==> src/rtl/gsm_pkg.sv <==
// shared types and constants for the generational slot map
// no dependencies; imported by generational_slot_map and gsm_engine

package gsm_pkg;

  // fixed field widths of the stream payload
  localparam int unsigned CmdW      = 2;
  localparam int unsigned StatusW   = 2;
  localparam int unsigned IdxFieldW = 8;
  localparam int unsigned GenW      = 32;
  localparam int unsigned ValFieldW = 64;
  localparam int unsigned InDataW   = ValFieldW + IdxFieldW + GenW;
  localparam int unsigned OutDataW  = IdxFieldW + GenW + ValFieldW;

  typedef enum logic [CmdW-1:0] {
    CMD_RETAIN  = 2'd0,
    CMD_LOOKUP  = 2'd1,
    CMD_RELEASE = 2'd2
  } cmd_e;

  typedef enum logic [StatusW-1:0] {
    STAT_OK   = 2'd0,
    STAT_BAD  = 2'd1,
    STAT_FULL = 2'd2
  } status_e;

  // where a retain takes its slot from
  typedef enum logic [1:0] {
    SRC_FREE  = 2'd0,
    SRC_FRESH = 2'd1,
    SRC_FULL  = 2'd2
  } src_e;

  typedef enum logic {
    S_IDLE = 1'b0,
    S_EXEC = 1'b1
  } state_e;

  typedef struct packed {
    status_e                status;
    logic [IdxFieldW-1:0]   new_index;
    logic [GenW-1:0]        new_generation;
    logic [ValFieldW-1:0]   read_value;
  } result_t;

endpackage

==> src/rtl/gsm_engine.sv <==
// command sequencer: reads a slot entry, checks the token, writes back any entry it changes
// uses gsm_pkg; drives the read and write ports of gsm_slot_ram

module gsm_engine #(
  parameter int unsigned Slots     = 256,
  parameter int unsigned ValueBits = 64,
  parameter int unsigned IdxW      = 8,
  parameter int unsigned CntW      = 9,
  parameter int unsigned EntryW    = 64 + 32 + 1 + 9
) (
  input  logic                      clk_i,
  input  logic                      rst_ni,
  input  logic                      in_valid_i,
  output logic                      in_ready_o,
  input  logic [gsm_pkg::CmdW-1:0]      cmd_i,
  input  logic [gsm_pkg::ValFieldW-1:0] value_i,
  input  logic [gsm_pkg::IdxFieldW-1:0] idx_i,
  input  logic [gsm_pkg::GenW-1:0]      gen_i,
  input  logic                      res_ready_i,
  output logic                      res_valid_o,
  output gsm_pkg::result_t          res_o,
  output logic [IdxW-1:0]           rd_addr_o,
  input  logic [EntryW-1:0]         rd_data_i,
  output logic                      wr_en_o,
  output logic [IdxW-1:0]           wr_addr_o,
  output logic [EntryW-1:0]         wr_data_o
);
  import gsm_pkg::*;

  // wide enough for the token index field and the slot index (IxW) or the slot count (CmpW)
  localparam int unsigned IxW = (IdxW > IdxFieldW) ? IdxW : IdxFieldW;
  localparam int unsigned CmpW = (CntW > IdxFieldW) ? CntW : IdxFieldW;
  localparam logic [CntW-1:0] SlotsC = CntW'(Slots);

  // entry layout from bit 0: value, generation, in-use, next-free link
  localparam int unsigned GenLo  = ValueBits;
  localparam int unsigned UseBit = ValueBits + GenW;
  localparam int unsigned NxtLo  = UseBit + 1;

  state_e                state_q, state_d;
  logic [CntW-1:0]       head_q, head_d;
  logic [CntW-1:0]       used_q, used_d;
  logic [CmdW-1:0]       cmd_q;
  src_e                  src_q, src_sel;
  logic [ValueBits-1:0]  val_q;
  logic [IdxFieldW-1:0]  idx_q;
  logic [GenW-1:0]       gen_q;
  logic [IdxW-1:0]       addr_q, addr_sel;
  logic [IxW-1:0]        idx_wide;
  logic                  accept, commit;

  logic [ValueBits-1:0]  rd_val;
  logic [GenW-1:0]       rd_gen;
  logic                  rd_use;
  logic [CntW-1:0]       rd_next;
  logic                  tok_ok;
  logic [GenW-1:0]       gen_inc;
  logic [IdxW-1:0]       slot;
  logic [IxW-1:0]        slot_wide;
  logic                  wr_req;
  result_t               res;

  assign rd_val  = rd_data_i[ValueBits-1:0];
  assign rd_gen  = rd_data_i[GenLo +: GenW];
  assign rd_use  = rd_data_i[UseBit];
  assign rd_next = rd_data_i[NxtLo +: CntW];

  // slot selection at accept time
  assign idx_wide = IxW'(idx_i);
  always_comb begin
    if (head_q < SlotsC) begin
      src_sel = SRC_FREE;
    end else if (used_q < SlotsC) begin
      src_sel = SRC_FRESH;
    end else begin
      src_sel = SRC_FULL;
    end
  end

  always_comb begin
    if (cmd_i == CMD_RETAIN) begin
      addr_sel = (src_sel == SRC_FREE) ? head_q[IdxW-1:0] : used_q[IdxW-1:0];
    end else begin
      addr_sel = idx_wide[IdxW-1:0];
    end
  end

  // the read port follows the incoming item while idle and then holds the
  // latched address, so the read data stays valid while the result stalls
  assign rd_addr_o = (state_q == S_IDLE) ? addr_sel : addr_q;

  // next state
  always_comb begin
    state_d = state_q;
    unique case (state_q)
      S_IDLE: if (in_valid_i) state_d = S_EXEC;
      S_EXEC: if (res_ready_i) state_d = S_IDLE;
      default: state_d = S_IDLE;
    endcase
  end

  // fsm outputs
  always_comb begin
    in_ready_o = 1'b0;
    commit     = 1'b0;
    unique case (state_q)
      S_IDLE: in_ready_o = 1'b1;
      S_EXEC: commit = res_ready_i;
      default: begin
        in_ready_o = 1'b0;
        commit     = 1'b0;
      end
    endcase
  end

  assign accept      = in_valid_i && in_ready_o;
  assign res_valid_o = commit;
  assign wr_en_o     = commit && wr_req;
  assign res_o       = res;

  // token check against the entry just read
  assign tok_ok = !(idx_q == '0 && gen_q == '0)
                && (CmpW'(idx_q) < CmpW'(used_q))
                && rd_use
                && (rd_gen == gen_q);

  assign gen_inc = rd_gen + GenW'(1);

  // datapath: result and write-back entry
  always_comb begin
    res            = '0;
    res.status     = STAT_BAD;
    wr_req         = 1'b0;
    wr_addr_o      = addr_q;
    wr_data_o      = '0;
    head_d         = head_q;
    used_d         = used_q;
    slot           = addr_q;
    slot_wide      = IxW'(slot);
    unique case (cmd_q)
      CMD_RETAIN: begin
        unique case (src_q)
          SRC_FREE: begin
            wr_req    = 1'b1;
            head_d    = rd_next;
            wr_data_o = {rd_next, 1'b1, gen_inc, val_q};
            res.status         = STAT_OK;
            res.new_index      = slot_wide[IdxFieldW-1:0];
            res.new_generation = gen_inc;
          end
          SRC_FRESH: begin
            // a never-used slot starts at generation zero, so it issues one
            wr_req    = 1'b1;
            used_d    = used_q + CntW'(1);
            wr_data_o = {SlotsC, 1'b1, GenW'(1), val_q};
            res.status         = STAT_OK;
            res.new_index      = slot_wide[IdxFieldW-1:0];
            res.new_generation = GenW'(1);
          end
          default: res.status = STAT_FULL;
        endcase
      end
      CMD_LOOKUP: begin
        if (tok_ok) begin
          res.status     = STAT_OK;
          res.read_value = ValFieldW'(rd_val);
        end
      end
      CMD_RELEASE: begin
        if (tok_ok) begin
          wr_req     = 1'b1;
          wr_data_o  = {head_q, 1'b0, rd_gen, {ValueBits{1'b0}}};
          head_d     = CntW'(idx_q);
          res.status = STAT_OK;
        end
      end
      default: res.status = STAT_BAD;
    endcase
  end

  always_ff @(posedge clk_i or negedge rst_ni) begin
    if (!rst_ni) begin
      state_q <= S_IDLE;
      head_q  <= SlotsC;
      used_q  <= '0;
    end else begin
      state_q <= state_d;
      if (commit) begin
        head_q <= head_d;
        used_q <= used_d;
      end
    end
  end

  always_ff @(posedge clk_i) begin
    if (accept) begin
      cmd_q  <= cmd_i;
      src_q  <= src_sel;
      val_q  <= value_i[ValueBits-1:0];
      idx_q  <= idx_i;
      gen_q  <= gen_i;
      addr_q <= addr_sel;
    end
  end

  a_wr_in_exec: assert property (@(posedge clk_i) disable iff (!rst_ni)
    wr_en_o |-> (state_q == S_EXEC))
    else $error("slot write outside of execute state");

  a_used_bound: assert property (@(posedge clk_i) disable iff (!rst_ni)
    used_q <= SlotsC)
    else $error("used count beyond table size");

  a_head_range: assert property (@(posedge clk_i) disable iff (!rst_ni)
    (head_q == SlotsC) || (head_q < used_q))
    else $error("free list head names a slot never handed out");

  a_commit_idle: assert property (@(posedge clk_i) disable iff (!rst_ni)
    res_valid_o |=> (state_q == S_IDLE))
    else $error("sequencer did not return to idle after a result");

  a_accept_exec: assert property (@(posedge clk_i) disable iff (!rst_ni)
    accept |=> (state_q == S_EXEC) && $stable(used_q) && $stable(head_q))
    else $error("accepted command did not move to execute");

endmodule

==> config.mk <==
export PLATFORM = sky130hd
export DESIGN_NAME = gsm_engine
export DESIGN_NICKNAME = d
export VERILOG_FILES = /design/src/rtl/gsm_pkg.sv /design/src/rtl/gsm_engine.sv
export SDC_FILE = /design/constraint.sdc
export NUM_CORES = 1
export LEC_CHECK = 0
export BUFFER_PORTS_ARGS = -buffer_cell sky130_fd_sc_hd__buf_2
export CAP_MARGIN = 5
export CORE_AREA = 2 2 174 176
export CTS_BUF_LIST = sky130_fd_sc_hd__clkbuf_8
export CTS_CLUSTER_DIAMETER = 100
export DETAILED_ROUTE_END_ITERATION = 16
export DIE_AREA = 0 0 176 178
export GPL_TIMING_DRIVEN = 0
export HOLD_SLACK_MARGIN = 0.03
export PLACE_DENSITY = 0.52
export SLEW_MARGIN = 30
export SYNTH_ARGS = -nofsm -noshare
export SYNTH_HDL_FRONTEND = slang
export SYNTH_SLANG_ARGS = --single-unit
==> constraint.sdc <==
create_clock -name clk_i -period 10.3 [get_ports clk_i]
set_clock_uncertainty 0.1 [all_clocks]
set_input_delay 2.06 -clock clk_i [delete_from_list [all_inputs] [get_ports clk_i]]
set_output_delay 2.06 -clock clk_i [all_outputs]
set_load 0.05 [all_outputs]
==> impl_results.md <==
- CTS tree: done
- CP endpoint kind: output port
- Ports: 447
- Max Clk Rate: 0.147 GHz
- Unrepaired setup endpoints after global routing: false
- Count leader, synth: and2_1
- Die width: 176 µm
- Setup WS post-layout: about 3.5 ns
- CP Data Required Time: 8.14 ns
- Synth top area cells: edfxtp_1, and2_1, xnor2_1, dfrtp_1, a21o_1
- Outcome: finished clean
- Pwr Density: 134 nW/µm²
- Seq pwr share: 47.6%
- Worst Hold Depth: 1
- Final wirelength: 29000 µm
- Max incr delay on CP: between 0.5 and 0.6 ns
- Reg2reg start: used_q[3]$_DFFE_PN0P_
- Footprint of the multi-input gates: ~3300 µm²
- Worst-skew pair later-pin latency: 0.44 ns
- Port Buffers: 438
- CP Class: in -> out
- Placement Rows: between 60 and 70
- Tmin final: approximately 6.8 ns
- Drt wl/cell: 18.6 µm
- Setup Viol. Count Final: 0
- Sw Pwr: around 0.46 mW
- Antenna-violating nets left: 0
- Final critical-path share of the clock period: 66.0%
- Top-area cell type share of the netlist area: 46.0%
- TritonRoute pass-1 iters: 5
- R2R cell count: 8
- Synth cell types: 44
- Synth warn: 0
- Sequential-to-total area share from yosys stat: 52.3%
- Avg Synthesized Cell Area: between 10 and 15 µm²
- Max_slew headroom: 54.7%
- DRC: 0
- Int Pwr: 0.983 mW
- Dominant synthesized flop cell: edfxtp_1
- GRT Util Overall: 18.0%
- Worst min path class: reg -> reg
- Congestion Overflow GR: 0
- Max VDD drop: approximately 0.00013 V
- Vias in the first global route: 6854
- Largest net degree at the start of global routing: 26
- Core outline area: 29400 µm²
- Hold-fix buffers, CTS: 0
- WHS Endpoint: used_q[6]$_DFFE_PN0P_
- First-pass GRT wire length: about 41000 µm
- Register-to-register setup slack: 7.56 ns
- Fraction of layout cells with a size suffix above 1: 43.4%
- Post-Route Utilization: 36.7%
- Post-synth EDFFs: 116
- CTS sink cnt: between 100 and 150
- Post-DP HPWL: 24300 µm
- Initial antenna violation count: 6
- Post-Syn Nets: 915
- Register area: just under 4000 µm²
- Routability Congestion: 0.869
- Yosys reg bits: approximately 140
- CTS-repair resized insts: 0
- Max stage delay cell, worst path: or4_1
- Critical path origin: rd_data_i[79]
- P&R area growth vs syn: 42.6%
- H-tree levels: 4
- Worst r2r dst: head_q[3]$_DFFE_PN0P_
- Asr flop ratio synth: 14.1%
- Clock buffer depth: 2
- Max-cap viol count: 0
- Comb power frac: 23.0%
- Synthesized cell area: 7570 µm²
- Sw Ratio: between 30% and 40%
- Lkg Pwr: 5.24 nW
- Setup TNS: 0 ns
- CTS clk-pin slew, worst paths: 0.08 ns
- Via/cell ratio: roughly 4.5
- Clk network pwr share: 29.4%
- Worst Max-Slew Pin Slew: 0.677 ns
- Arrival @ worst endpoint: 4.64 ns
- Vias post-DR: 7074
- Total die area: around 31000 µm²
- Critical path fanouts, max: 10
- Final Hold Fails: 0
- Fillers: a little over 3000
- # nets final: roughly 1400
- Area after DPL: a little over 10000 µm²
- List of most frequent post-synthesis cells: and2_1, edfxtp_1, xnor2_1
- Post-synthesis instance total: 687
- Starting density of the core: about 26%
- Critical Path Start Type: input port
- Crit path top cell by count: buf_2
- Die H: 178 µm
- Initial DRC count: ~290
- Hold Path Origin: used_q[6]$_DFFE_PN0P_
- Final Slew Violations: 0
- Critical Path, Cell by Cell: buf_2, xnor2_1, nand4_1, or4_1, nor4_2, and4_1, buf_4, buf_6, and2_1, buf_2
- Post-layout instance area: 10800 µm²
- Cts bufs inserted: 17
- Area leader, netlist: edfxtp_1
- Root Driver: clkbuf_8
- Post-CTS setup buffer count: 0
- Pre-CTS WS: 3.37 ns
-- worst max-delay path: cells and delay by family --
kind / cells / cell delay [ns]
buffers and inverters: 4 / 0.84
xor gates and xnor gates: 1 / 0.24
and+or+nand+nor: 5 / 1.48
-- worst max-delay path by stage --
stage                              to  slack, ns  cells after the start
global route                res_o[60]       3.29                     10
global placement    state_q$_DFF_PN0_      -0.09                      3
CTS                         res_o[60]       3.36                     10
finish                      res_o[60]       3.50                     10
detailed placement          res_o[60]       3.37                     10
floorplan           state_q$_DFF_PN0_       2.47                      2
-- power by group through the flow --
stage,clock [mW],combinational [mW],sequential [mW]
floorplan,0,0.200,0.705
global placement,0,0.321,0.710
detailed placement,0,0.335,0.699
CTS,0.444,0.337,0.688
global route,0.461,0.360,0.694
finish,0.426,0.333,0.688
-- cell usage in the layout, fill, tap and decap left out, types with 4 or more instances in the layout --
cell        count
and4_1          7
clkbuf_8       17
mux2_2          8
edfxtp_1      116
nor2b_1         4
ha_1           12
buf_2         442
dfrtp_1        18
clkinvlp_4      5
xor2_1          9
a21oi_1        17
and2_1        140
nand2_1        16
o211ai_1        9
xnor2_1        54
clkbuf_1       23
mux2i_1         8
diode_2         5
nand3_1        27
inv_1          25
nand4_1        23
or3_1           6
a21o_1         32
nor3_1          7
buf_6          10
nor4_1         21
o21ai_0         9
and3_1          4
nor2_1         40
a22oi_1         8
a22o_1          8
buf_16          5
-- logic make-up after synthesis --
family | after synthesis | share of synthesized area [%]
AO/OA/AOI/OAI | 90 | 8.28
adder cells (fa/ha/maj) | 12 | 1.98
AND/OR/NAND/NOR | 302 | 22.9
flip-flops | 135 | 52.3
buffers and inverters | 67 | 4.53
XOR/XNOR | 65 | 7.72
multiplexers | 16 | 2.25
-- layout make-up --
cell class,count,share of cell area [%]
clock inverters,15,1.43
multi-input cells,485,30.3
plain buffers,41,2.27
inverters,26,0.904
diodes,5,0.116
repair buffers,443,21.6
well taps,390,4.52
flip-flops and latches,135,36.7
clock buffers,17,2.17
-- per-layer routing --
layer / part of all wire, % / vias to the layer above / GRT usage, %
met4: 2.2 / 2 / 7.47
met5: 0.024 / - / 0
met1: 37 / 3325 / 19.4
li1: - / 3365 / -
met2: 53 / 347 / 33.4
met3: 7.7 / 35 / 4.60
-- sequential cells by signal, summed over array words and instances (netlist names) --
| register | count |
|---|---|
| used_q | 9 |
| src_q | 2 |
| val_q | 64 |
| gen_q | 32 |
| head_q | 9 |
| idx_q | 8 |
| state_q | 1 |
| cmd_q | 2 |
| wr_addr_o | 8 |
-- per-stage QoR --
step / hold WS, ns / power (mW) / cells
final: 0.418 / 1.45 / 1557
after global routing: 0.451 / 1.52 / 1555
after CTS: 0.424 / 1.47 / 1552
after detailed placement: 0.413 / 1.03 / 1520
after global placement: 0.400 / 1.03 / 1515
after floorplan: 0.366 / 0.905 / 687
Note: power is estimated with default switching activity, not from simulation.
