<file path="config.mk">
export PLATFORM = sky130hd
export DESIGN_NAME = gsm_slot_ram
export DESIGN_NICKNAME = d
export VERILOG_FILES = /design/src/rtl/gsm_slot_ram.sv
export SDC_FILE = /design/constraint.sdc
export NUM_CORES = 1
export LEC_CHECK = 0
export BUFFER_PORTS_ARGS = -buffer_cell sky130_fd_sc_hd__buf_4
export CORE_ASPECT_RATIO = 1.2
export CORE_UTILIZATION = 45
export CTS_CLUSTER_DIAMETER = 120
export DETAILED_ROUTE_END_ITERATION = 8
export GPL_TIMING_DRIVEN = 1
export PLACE_DENSITY = 0.69
export SETUP_SLACK_MARGIN = 0.3
export SYNTH_ARGS = -nofsm -noshare
export SYNTH_HDL_FRONTEND = slang
export SYNTH_SLANG_ARGS = --single-unit
export TNS_END_PERCENT = 5
</file>
<file path="constraint.sdc">
create_clock -name clk_i -period 1.3 [get_ports clk_i]
set_input_delay 0.26 -clock clk_i [delete_from_list [all_inputs] [get_ports clk_i]]
set_output_delay 0.26 -clock clk_i [all_outputs]
set_load 0.02 [all_outputs]
</file>
<file path="src/rtl/gsm_slot_ram.sv">
// slot table storage: one write port, one read port, registered read data
// generic, no package dependencies

module gsm_slot_ram #(
  parameter int unsigned Width = 8,
  parameter int unsigned Depth = 4,
  parameter int unsigned AddrW = 2
) (
  input  logic             clk_i,
  input  logic [AddrW-1:0] rd_addr_i,
  output logic [Width-1:0] rd_data_o,
  input  logic             wr_en_i,
  input  logic [AddrW-1:0] wr_addr_i,
  input  logic [Width-1:0] wr_data_i
);

  logic [Width-1:0] mem [Depth];

  always_ff @(posedge clk_i) begin
    if (wr_en_i) begin
      mem[wr_addr_i] <= wr_data_i;
    end
  end

  always_ff @(posedge clk_i) begin
    rd_data_o <= mem[rd_addr_i];
  end

endmodule

</file>
==> results_dict.tcl, run 1 <==
set metrics [dict create \
    outcome "complete, no violations" \
    ant_nets 0 \
    clk_path_buf_depth 2 \
    path_class "reg2out" \
    peakVddDrop_v 0.000865 \
    cp_cell_sequence "buf_4" \
    path_max_fanout 1 \
    fin_skew_ns 0.00675 \
    whs_path_depth 1 \
    holdWs_ns 0.111 \
    wire_per_inst_microns 16.5 \
    final_cell_mix "edfxtp_1, buf_4, mux4_2" \
    ys_seq_elements 40 \
    synth-simple-area-share_pct 2.32 \
    crit_path_start_kind "flip-flop" \
    reg2regPathDepth 1 \
    ys_seq_area_share_pct 83.1 \
    hp-class "in2reg" \
    end_kind "output port" \
    worstReg2RegEnd "rd_data_o[6]" \
    finalMaxSlewViolations 0 \
    pwr_density_cell_mw_per_mm2 1410 \
    gp_congestion 0.721 \
    core-area_sq_mm 0.00281 \
    synth_compound_area_share_pct 0 \
    fill_cells 204 \
    num_vias 599 \
    die_h_microns 62.0 \
    die_area_sq_mm 0.00322 \
    initial_core_util_pct 48.0 \
    fin_util_pct 58.7 \
    cts_tree "done" \
    worstPathRequired_ns 1.04 \
    hold_viol_final 0 \
    synthToLayoutAreaGrowth_pct 22.4 \
    rsz0062_at_grt "yes" \
    clock-sinks 40 \
    synth-xor-area-share_pct 0 \
    post-route-period-util_pct 81.8 \
    portBuffers 21 \
    num-nets-final 97 \
    rrSetupSlack_ns 0.34 \
    final_common_cell "edfxtp_1" \
    grt_start_max_net_pins 13 \
    htreeDepth 2 \
    clk_pin_slew_ns 0.11 \
    hold_end "mem[2][5]" \
    drt_wl_total_microns 1950 \
    slew_headroom_pct 73.9 \
    p_leak_nw 0.599 \
    path_delay_family "flip-flops" \
    dr.first_iter.drc_count 17 \
    met2_length_microns 1130 \
    antenna_found_initial 0 \
    first_global_vias 577 \
    max_freq_mhz 941 \
    critPathSlowestCell "dfxtp_1" \
    cts_buffers 5 \
    setup_slack_ns 0.237 \
    hold_start "wr_data_i[5]" \
    synthAdderAreaFrac_pct 0 \
    remaining_drc_errors 0 \
    synth_mux_area_share_pct 13.4 \
    place_ws_ns 0.0875 \
    dpl.cell_count 110 \
    synth_top_family_by_area "multiplexers" \
    drt-pass1-iter-count 3 \
    ys_warn_count 0 \
    layout-drive-gt1-share_pct 53.6 \
    wl_met1_microns 684 \
    tightest_slew_ns 0.392 \
    cp.arrival_ns 0.80 \
    track_usage_pct 14.7 \
    rows 21 \
    syn_area_per_cell_sq_um 25.0 \
    maxCapViolations 0 \
    grt_pass1_wl_microns 2910 \
    crit_path_max_incr_delay_ns 0.31 \
    die_w_microns 52.0 \
    avgViaCountPerCell 5.08 \
    setup_violations 0 \
    critPathBufInv 1 \
    routed.top_layer "met4" \
    synthCells 54 \
    cts_root_buffer "clkbuf_4" \
    netlist_area_sq_mm 0.00135 \
    synth.distinct_cells 8 \
    antenna_cells 0 \
    regToRegStartpoint "mem[2][6]" \
    dr_wl_met3_microns 68 \
    post-route-min-period_ns 1.06 \
    synth_nets 68 \
    final_cell_count_no_fill 118 \
    finalSetupTns_ns 0 \
    num_io_pins 22 \
    grt.overflow.total 0 \
    clk_latency_ns 0.34 \
]
==> power by group <==
part           internal [mW]  leakage (nW)  switching (mW)
combinational          0.110         0.200          0.0905
clock                  0.257        0.0380           0.388
sequential              1.46         0.361          0.0198
==> flip-flops by register name, indices dropped and copies added (netlist names) <==
name,flops
rd_data_o,8
mem,32
==> repair_timing <==
| item | 4_1_cts | 5_1_grt |
|---|---|---|
| hold buffers | 0 | 0 |
| setup endpoints to repair | 8 | 9 |
| gates resized for setup | 7 | 2 |
| buffers inserted | 0 | 0 |
==> synth_stat cells, drive strengths merged <==
cell type,instances,area (sq um)
and3b,2,17.5
buf,1,11.3
clkbuf,1,5.00
edfxtp,32,961
mux4,8,180
and3,1,6.26
nor3b,1,7.51
dfxtp,8,160
==> how the worst max path moves through the flow <==
stage / from / to / slack (ns) / depth (start not counted)
after detailed placement: wr_addr_i[1] / mem[1][3] / 0.09 / 2
after global routing: rd_data_o[7] / rd_data_o[7] / 0.21 / 1
final: rd_data_o[3] / rd_data_o[3] / 0.24 / 1
after global placement: wr_addr_i[1] / mem[1][2] / 0.15 / 2
after CTS: rd_data_o[6] / rd_data_o[6] / 0.22 / 1
after floorplan: rd_addr_i[0] / rd_data_o[0] / 0.29 / 2
==> metrics by stage <==
step	instance area [sq um]	power [mW]
6_report	1650	2.33
4_1_cts	1650	2.35
3_5_place_dp	1570	1.70
5_1_grt	1650	2.40
3_3_place_gp	1570	1.69
2_1_floorplan	1360	1.60
==> layout make-up <==
type / instances / area (sq um) / share of cell area [%]
clock buffers: 6 / 51.3 / 3.11
clock inverters: 2 / 10.0 / 0.606
multi-input cells: 12 / 223 / 13.5
flip-flops and latches: 40 / 1130 / 68.2
well taps: 34 / 42.5 / 2.58
repair buffers: 24 / 199 / 12.0
==> routing by layer <==
layer / global-route usage (%) / vias to the layer above
li1: - / 279
met1: 15.2 / 296
met2: 24.0 / 16
met3: 5.11 / 8
met4: 12.7 / 0
met5: 0 / -
==> cells by family after synthesis <==
family	count (synthesis)
muxes	8
DFF	40
buffers and inverters	2
and+or+nand+nor	4
No activity file was read; power rests on OpenSTA's default activity.
==> run 2: changes to the inputs <==
--- a/config.mk
+++ b/config.mk
@@ -5,13 +5,14 @@
 export SDC_FILE = /design/constraint.sdc
 export NUM_CORES = 1
 export LEC_CHECK = 0
+export ABC_AREA = 1
 export BUFFER_PORTS_ARGS = -buffer_cell sky130_fd_sc_hd__buf_4
 export CORE_ASPECT_RATIO = 1.2
 export CORE_UTILIZATION = 45
 export CTS_CLUSTER_DIAMETER = 120
 export DETAILED_ROUTE_END_ITERATION = 8
 export GPL_TIMING_DRIVEN = 1
-export PLACE_DENSITY = 0.69
+export PLACE_DENSITY = 0.66
 export SETUP_SLACK_MARGIN = 0.3
 export SYNTH_ARGS = -nofsm -noshare
 export SYNTH_HDL_FRONTEND = slang
==> constraint.sdc (replaced) <==
create_clock -name clk_i -period 1.1 [get_ports clk_i]
set_input_delay 0.22 -clock clk_i [delete_from_list [all_inputs] [get_ports clk_i]]
set_output_delay 0.22 -clock clk_i [all_outputs]
set_load 0.02 [all_outputs]
==> results_dict.tcl, run 2 <==
set metrics [dict create \
    htreeDepth 2 \
    track_usage_pct 16.2 \
    synth_edf_count 32 \
    grt.overflow.total 0 \
    ant_nets 0 \
    end_kind "output port" \
    cts_resized 4 \
    remaining_drc_errors 0 \
    rsz0062_at_grt "yes" \
    cp_cell_sequence "buf_4" \
    finalSetupTns_ns 0 \
    clk_pin_slew_ns 0.11 \
    ys_seq_area_share_pct 72.4 \
    synthTopCellsByArea "edfxtp_1, dfxtp_1, nand2_1" \
    biggestRegsByFlops "mem x32, rd_data_o x8" \
    setup_violations 0 \
    synth_common_cells "nand2_1, inv_1, edfxtp_1" \
    die_h_microns 66.2 \
    p_total_mw 3.10 \
    synth_nets 155 \
    layout-drive-gt1-share_pct 24.0 \
    dpl.cell_count 199 \
    outcome "complete, no violations" \
    cts-hold-fix-buffers 0 \
    ys_seq_elements 40 \
    antenna_found_initial 0 \
    gp_congestion 0.701 \
    synth.distinct_cells 10 \
    finalMaxSlewViolations 0 \
    drt-pass1-iter-count 4 \
    slew_headroom_pct 78.0 \
    whs_path_depth 1 \
    die_w_microns 55.5 \
    crit_cells 1 \
    post-route-min-period_ns 1.01 \
    path_max_fanout 1 \
    grt_start_max_net_pins 18 \
    critPathSlowestCell "dfxtp_1" \
    rows 22 \
    num-nets-final 184 \
    tightest_slew_ns 0.330 \
    pwr_density_cell_mw_per_mm2 1590 \
    worstPathRequired_ns 0.88 \
    path_class "reg2out" \
    final_cell_count_no_fill 207 \
    critPathBufInv 1 \
    multi_input_area_sq_um 295 \
    num_io_pins 22 \
    synth_ff_type "edfxtp_1" \
    clock-sinks 40 \
    largest_reg_flops 32 \
    reg2regPathDepth 4 \
    drt_wl_total_microns 2550 \
    wire_per_inst_microns 12.3 \
    grt_pass1_wl_microns 4340 \
    cts_root_buffer "clkbuf_4" \
    regMostFlops "mem" \
    avgViaCountPerCell 4.70 \
    post-route-period-util_pct 92.0 \
    synthCells 141 \
    cts_buffers 5 \
    fin_skew_ns 0.00436 \
    path_delay_family "flip-flops" \
    final_common_cell "nand2_1" \
    crit_path_max_incr_delay_ns 0.31 \
    die_area_sq_mm 0.00368 \
    num_vias 972 \
    crit_path_start_kind "flip-flop" \
    netlist_area_sq_mm 0.00155 \
    ys_warn_count 0 \
    place_ws_ns -0.0191 \
    first_global_vias 949 \
    cts_setup_buffers 0 \
    portBuffers 21 \
    place_hpwl_microns 1770 \
    yosysTopAreaCell "edfxtp_1" \
    antenna_cells 0 \
    placed_cell_area_sq_mm 0.00184 \
    setup_slack_ns 0.0878 \
    p_leak_nw 0.903 \
    yosysTopAreaCellShare_pct 62.1 \
    fill_cells 245 \
    clk_latency_ns 0.33 \
    max_freq_mhz 988 \
    async_flop_share_pct 0 \
    synthToLayoutAreaGrowth_pct 25.6 \
    clk_path_buf_depth 2 \
    hp-class "in2reg" \
    finalInstanceArea_sq_mm 0.00194 \
    register_area_sq_mm 0.00112 \
    final_cell_mix "nand2_1, inv_1, edfxtp_1" \
    peakVddDrop_v 0.00101 \
    maxCapViolations 0 \
    syn_area_per_cell_sq_um 11.0 \
    hold_viol_final 0 \
    synthMostInstantiatedCell "nand2_1" \
    cts_tree "done" \
    core-area_sq_mm 0.00317 \
    initial_core_util_pct 48.9 \
    dr.first_iter.drc_count 28 \
    cp.arrival_ns 0.79 \
]
## run 2: changes by cell type after synthesis, sizes merged, moves of 2 or more
cell   before  now
nand2       0   40
inv         0   37
nand3       0   16
mux4        8    0
nor3        0    4
buf         1    4
and3b       2    0
## run 2: final timing paths
check            endpoint         start  slack, ns
min             mem[1][0]  wr_data_i[0]       0.08
max reg2reg  rd_data_o[5]     mem[3][5]       0.36
min reg2reg  rd_data_o[6]     mem[0][6]       0.55
max          rd_data_o[4]  rd_data_o[4]       0.09
## run 2: cell type report
type | count | area share, %
Sequential cell | 40 | 57.8
Multi-Input combinational cell | 60 | 15.2
Timing Repair Buffer | 26 | 12.5
Inverter | 37 | 7.27
Clock buffer | 7 | 3.35
Tap cell | 36 | 2.32
Clock inverter | 1 | 1.54
## run 2: where the power goes
part	total (mW)	internal, mW	switching (mW)
logic	0.308	0.133	0.175
registers	1.75	1.72	0.0217
clock network	1.05	0.604	0.443
total	3.10	2.46	0.640
## run 2: cell families (layout without fill, tap and decap cells)
logic type | after synthesis | after routing | share of synthesized area [%]
and+or+nand+nor | 60 | 60 | 16.2
buffers and inverters | 41 | 71 | 11.4
DFF | 40 | 40 | 72.4
## run 2: routing by layer
layer	global-route usage [%]	vias up	share of wire [%]
li1	-	497	-
met1	17.2	436	41
met2	28.9	33	51
met3	5.68	6	6.0
met4	7.50	0	1.7
met5	0	-	0
## run 2: stage by stage
| stage | utilization (%) | hold WS, ns |
|---|---|---|
| 2_1_floorplan | - | 0.319 |
| 3_3_place_gp | 58.0 | 0.427 |
| 3_5_place_dp | 58.0 | 0.427 |
| 4_1_cts | 61.4 | 0.0585 |
| 5_1_grt | 61.4 | 0.0512 |
| 6_report | 61.4 | 0.0792 |
==> run 3: changes to the inputs <==
--- a/config.mk
+++ b/config.mk
@@ -8,11 +8,11 @@
 export ABC_AREA = 1
 export BUFFER_PORTS_ARGS = -buffer_cell sky130_fd_sc_hd__buf_4
 export CORE_ASPECT_RATIO = 1.2
-export CORE_UTILIZATION = 45
+export CORE_UTILIZATION = 55
 export CTS_CLUSTER_DIAMETER = 120
 export DETAILED_ROUTE_END_ITERATION = 8
 export GPL_TIMING_DRIVEN = 1
-export PLACE_DENSITY = 0.66
+export PLACE_DENSITY = 0.78
 export SETUP_SLACK_MARGIN = 0.3
 export SYNTH_ARGS = -nofsm -noshare
 export SYNTH_HDL_FRONTEND = slang
==> results_dict.tcl, run 3 (synthesis gave the netlist of run 2 again) <==
set metrics [dict create \
    outcome "complete, no violations" \
    path_class "reg2out" \
    cts_setup_buffers 0 \
    largest_reg_flops 32 \
    fin_skew_ns 0.00712 \
    startpoint "rd_data_o[2]" \
    place_hpwl_microns 1670 \
    die_w_microns 50.4 \
    cts_tree "done" \
    synthToLayoutAreaGrowth_pct 24.8 \
    wire_per_inst_microns 12.3 \
    fill_cells 175 \
    critPathBufInv 1 \
    finalSetupTns_ns 0 \
    rows 20 \
    antenna_found_initial 0 \
    p_leak_nw 0.899 \
    die_h_microns 60.1 \
    post-route-period-util_pct 94.5 \
    cts_buffers 5 \
    final_common_cell "nand2_1" \
    worstReg2RegEnd "rd_data_o[4]" \
    routed.top_layer "met4" \
    remaining_drc_errors 0 \
    hp-class "in2reg" \
    cts_root_buffer "clkbuf_4" \
    reg2regPathDepth 4 \
    grt_start_max_net_pins 18 \
    dr.first_iter.drc_count 29 \
    layout-drive-gt1-share_pct 24.4 \
    drt-pass1-iter-count 4 \
    crit_cells 1 \
    post-route-min-period_ns 1.04 \
    antenna_cells 0 \
    regToRegStartpoint "mem[3][4]" \
    crit_path_max_incr_delay_ns 0.34 \
    num_io_pins 22 \
    core-area_sq_mm 0.00260 \
    clk_latency_ns 0.35 \
    biggestRegsByFlops "mem x32, rd_data_o x8" \
    cp_cell_sequence "buf_6" \
    hold_viol_final 0 \
    num-nets-final 185 \
    end_kind "output port" \
    track_usage_pct 20.1 \
    cts-hold-fix-buffers 0 \
    holdWs_ns 0.0656 \
    grt.overflow.total 0 \
    first_global_vias 850 \
    gp_congestion 0.827 \
    num_vias 967 \
    setup_violations 0 \
    clk_path_buf_depth 2 \
    htreeDepth 2 \
    path_delay_family "flip-flops" \
    grt_pass1_wl_microns 4150 \
    final_cell_mix "nand2_1, inv_1, edfxtp_1" \
    setup_slack_ns 0.0602 \
    clock-sinks 40 \
    rsz0062_at_grt "yes" \
    drt_wl_total_microns 2530 \
    portBuffers 21 \
    worstPathRequired_ns 0.88 \
    crit_end "rd_data_o[2]" \
    critPathSlowestCell "dfxtp_2" \
    met2_length_microns 1230 \
    avgViaCountPerCell 4.72 \
    finalMaxSlewViolations 0 \
    maxCapViolations 0 \
    regMostFlops "mem" \
    max_freq_mhz 962 \
    tightest_slew_ns 0.321 \
    dr_wl_met3_microns 167 \
    rrSetupSlack_ns 0.32 \
    peakVddDrop_v 0.00125 \
    final_cell_count_no_fill 205 \
    path_max_fanout 1 \
    ant_nets 0 \
    cp.arrival_ns 0.82 \
    initial_core_util_pct 59.5 \
    pwr_density_cell_mw_per_mm2 1560 \
    crit_path_start_kind "flip-flop" \
    place_ws_ns 0.00174 \
    wl_met1_microns 1090 \
    clk_pin_slew_ns 0.12 \
    dpl.cell_count 197 \
    die_area_sq_mm 0.00303 \
    slew_headroom_pct 78.6 \
]
run 3: changes by cell type in the layout (fill, tap and decap cells not counted), sizes merged:
cell      before  now
buf           26   27
clkbuf         7    5
clkinv         0    1
clkinvlp       0    1
run 3: per-stage QoR:
| stage | utilization (%) | area (sq um) | total power, mW |
|---|---|---|---|
| after floorplan | - | 1590 | 1.94 |
| after global placement | 70.2 | 1830 | 2.07 |
| after detailed placement | 70.2 | 1830 | 2.08 |
| after CTS | 74.2 | 1930 | 3.05 |
| after global routing | 74.2 | 1930 | 3.13 |
| final | 74.2 | 1930 | 3.01 |
run 3: where the power goes:
part,internal (mW),leakage [nW],total [mW],switching (mW)
sequential,1.72,0.361,1.75,0.0254
clock,0.473,0.0412,0.947,0.473
combinational,0.138,0.496,0.313,0.175
run 3: worst min path at each step:
stage	start	to	slack [ns]	depth (start not counted)
2_1_floorplan	wr_data_i[0]	mem[0][0]	0.32	0
3_3_place_gp	wr_data_i[7]	mem[3][7]	0.43	1
3_5_place_dp	wr_data_i[7]	mem[3][7]	0.43	1
4_1_cts	wr_data_i[7]	mem[0][7]	0.04	1
5_1_grt	wr_data_i[2]	mem[3][2]	0.04	1
6_report	wr_data_i[5]	mem[0][5]	0.07	1
run 3: what timing repair did:
item	CTS	global route
pin swaps	0	0
gates resized for setup	8	0
endpoints found under the setup margin	8	11
run 3: layer usage:
| metal | GRT usage (%) | up-vias |
|---|---|---|
| met4 | 8.33 | 0 |
| met5 | 0 | - |
| met3 | 7.89 | 3 |
| met2 | 31.8 | 35 |
| li1 | - | 497 |
| met1 | 24.8 | 432 |
run 3: layout make-up:
cell class / instances / area, sq um / share of cell area (%)
Clock buffer: 5 / 37.5 / 1.94
Clock inverter: 3 / 42.5 / 2.20
Inverter: 37 / 141 / 7.32
Multi-Input combinational cell: 60 / 295 / 15.3
Sequential cell: 40 / 1120 / 58.2
Tap cell: 33 / 41.3 / 2.14
Timing Repair Buffer: 27 / 250 / 13.0
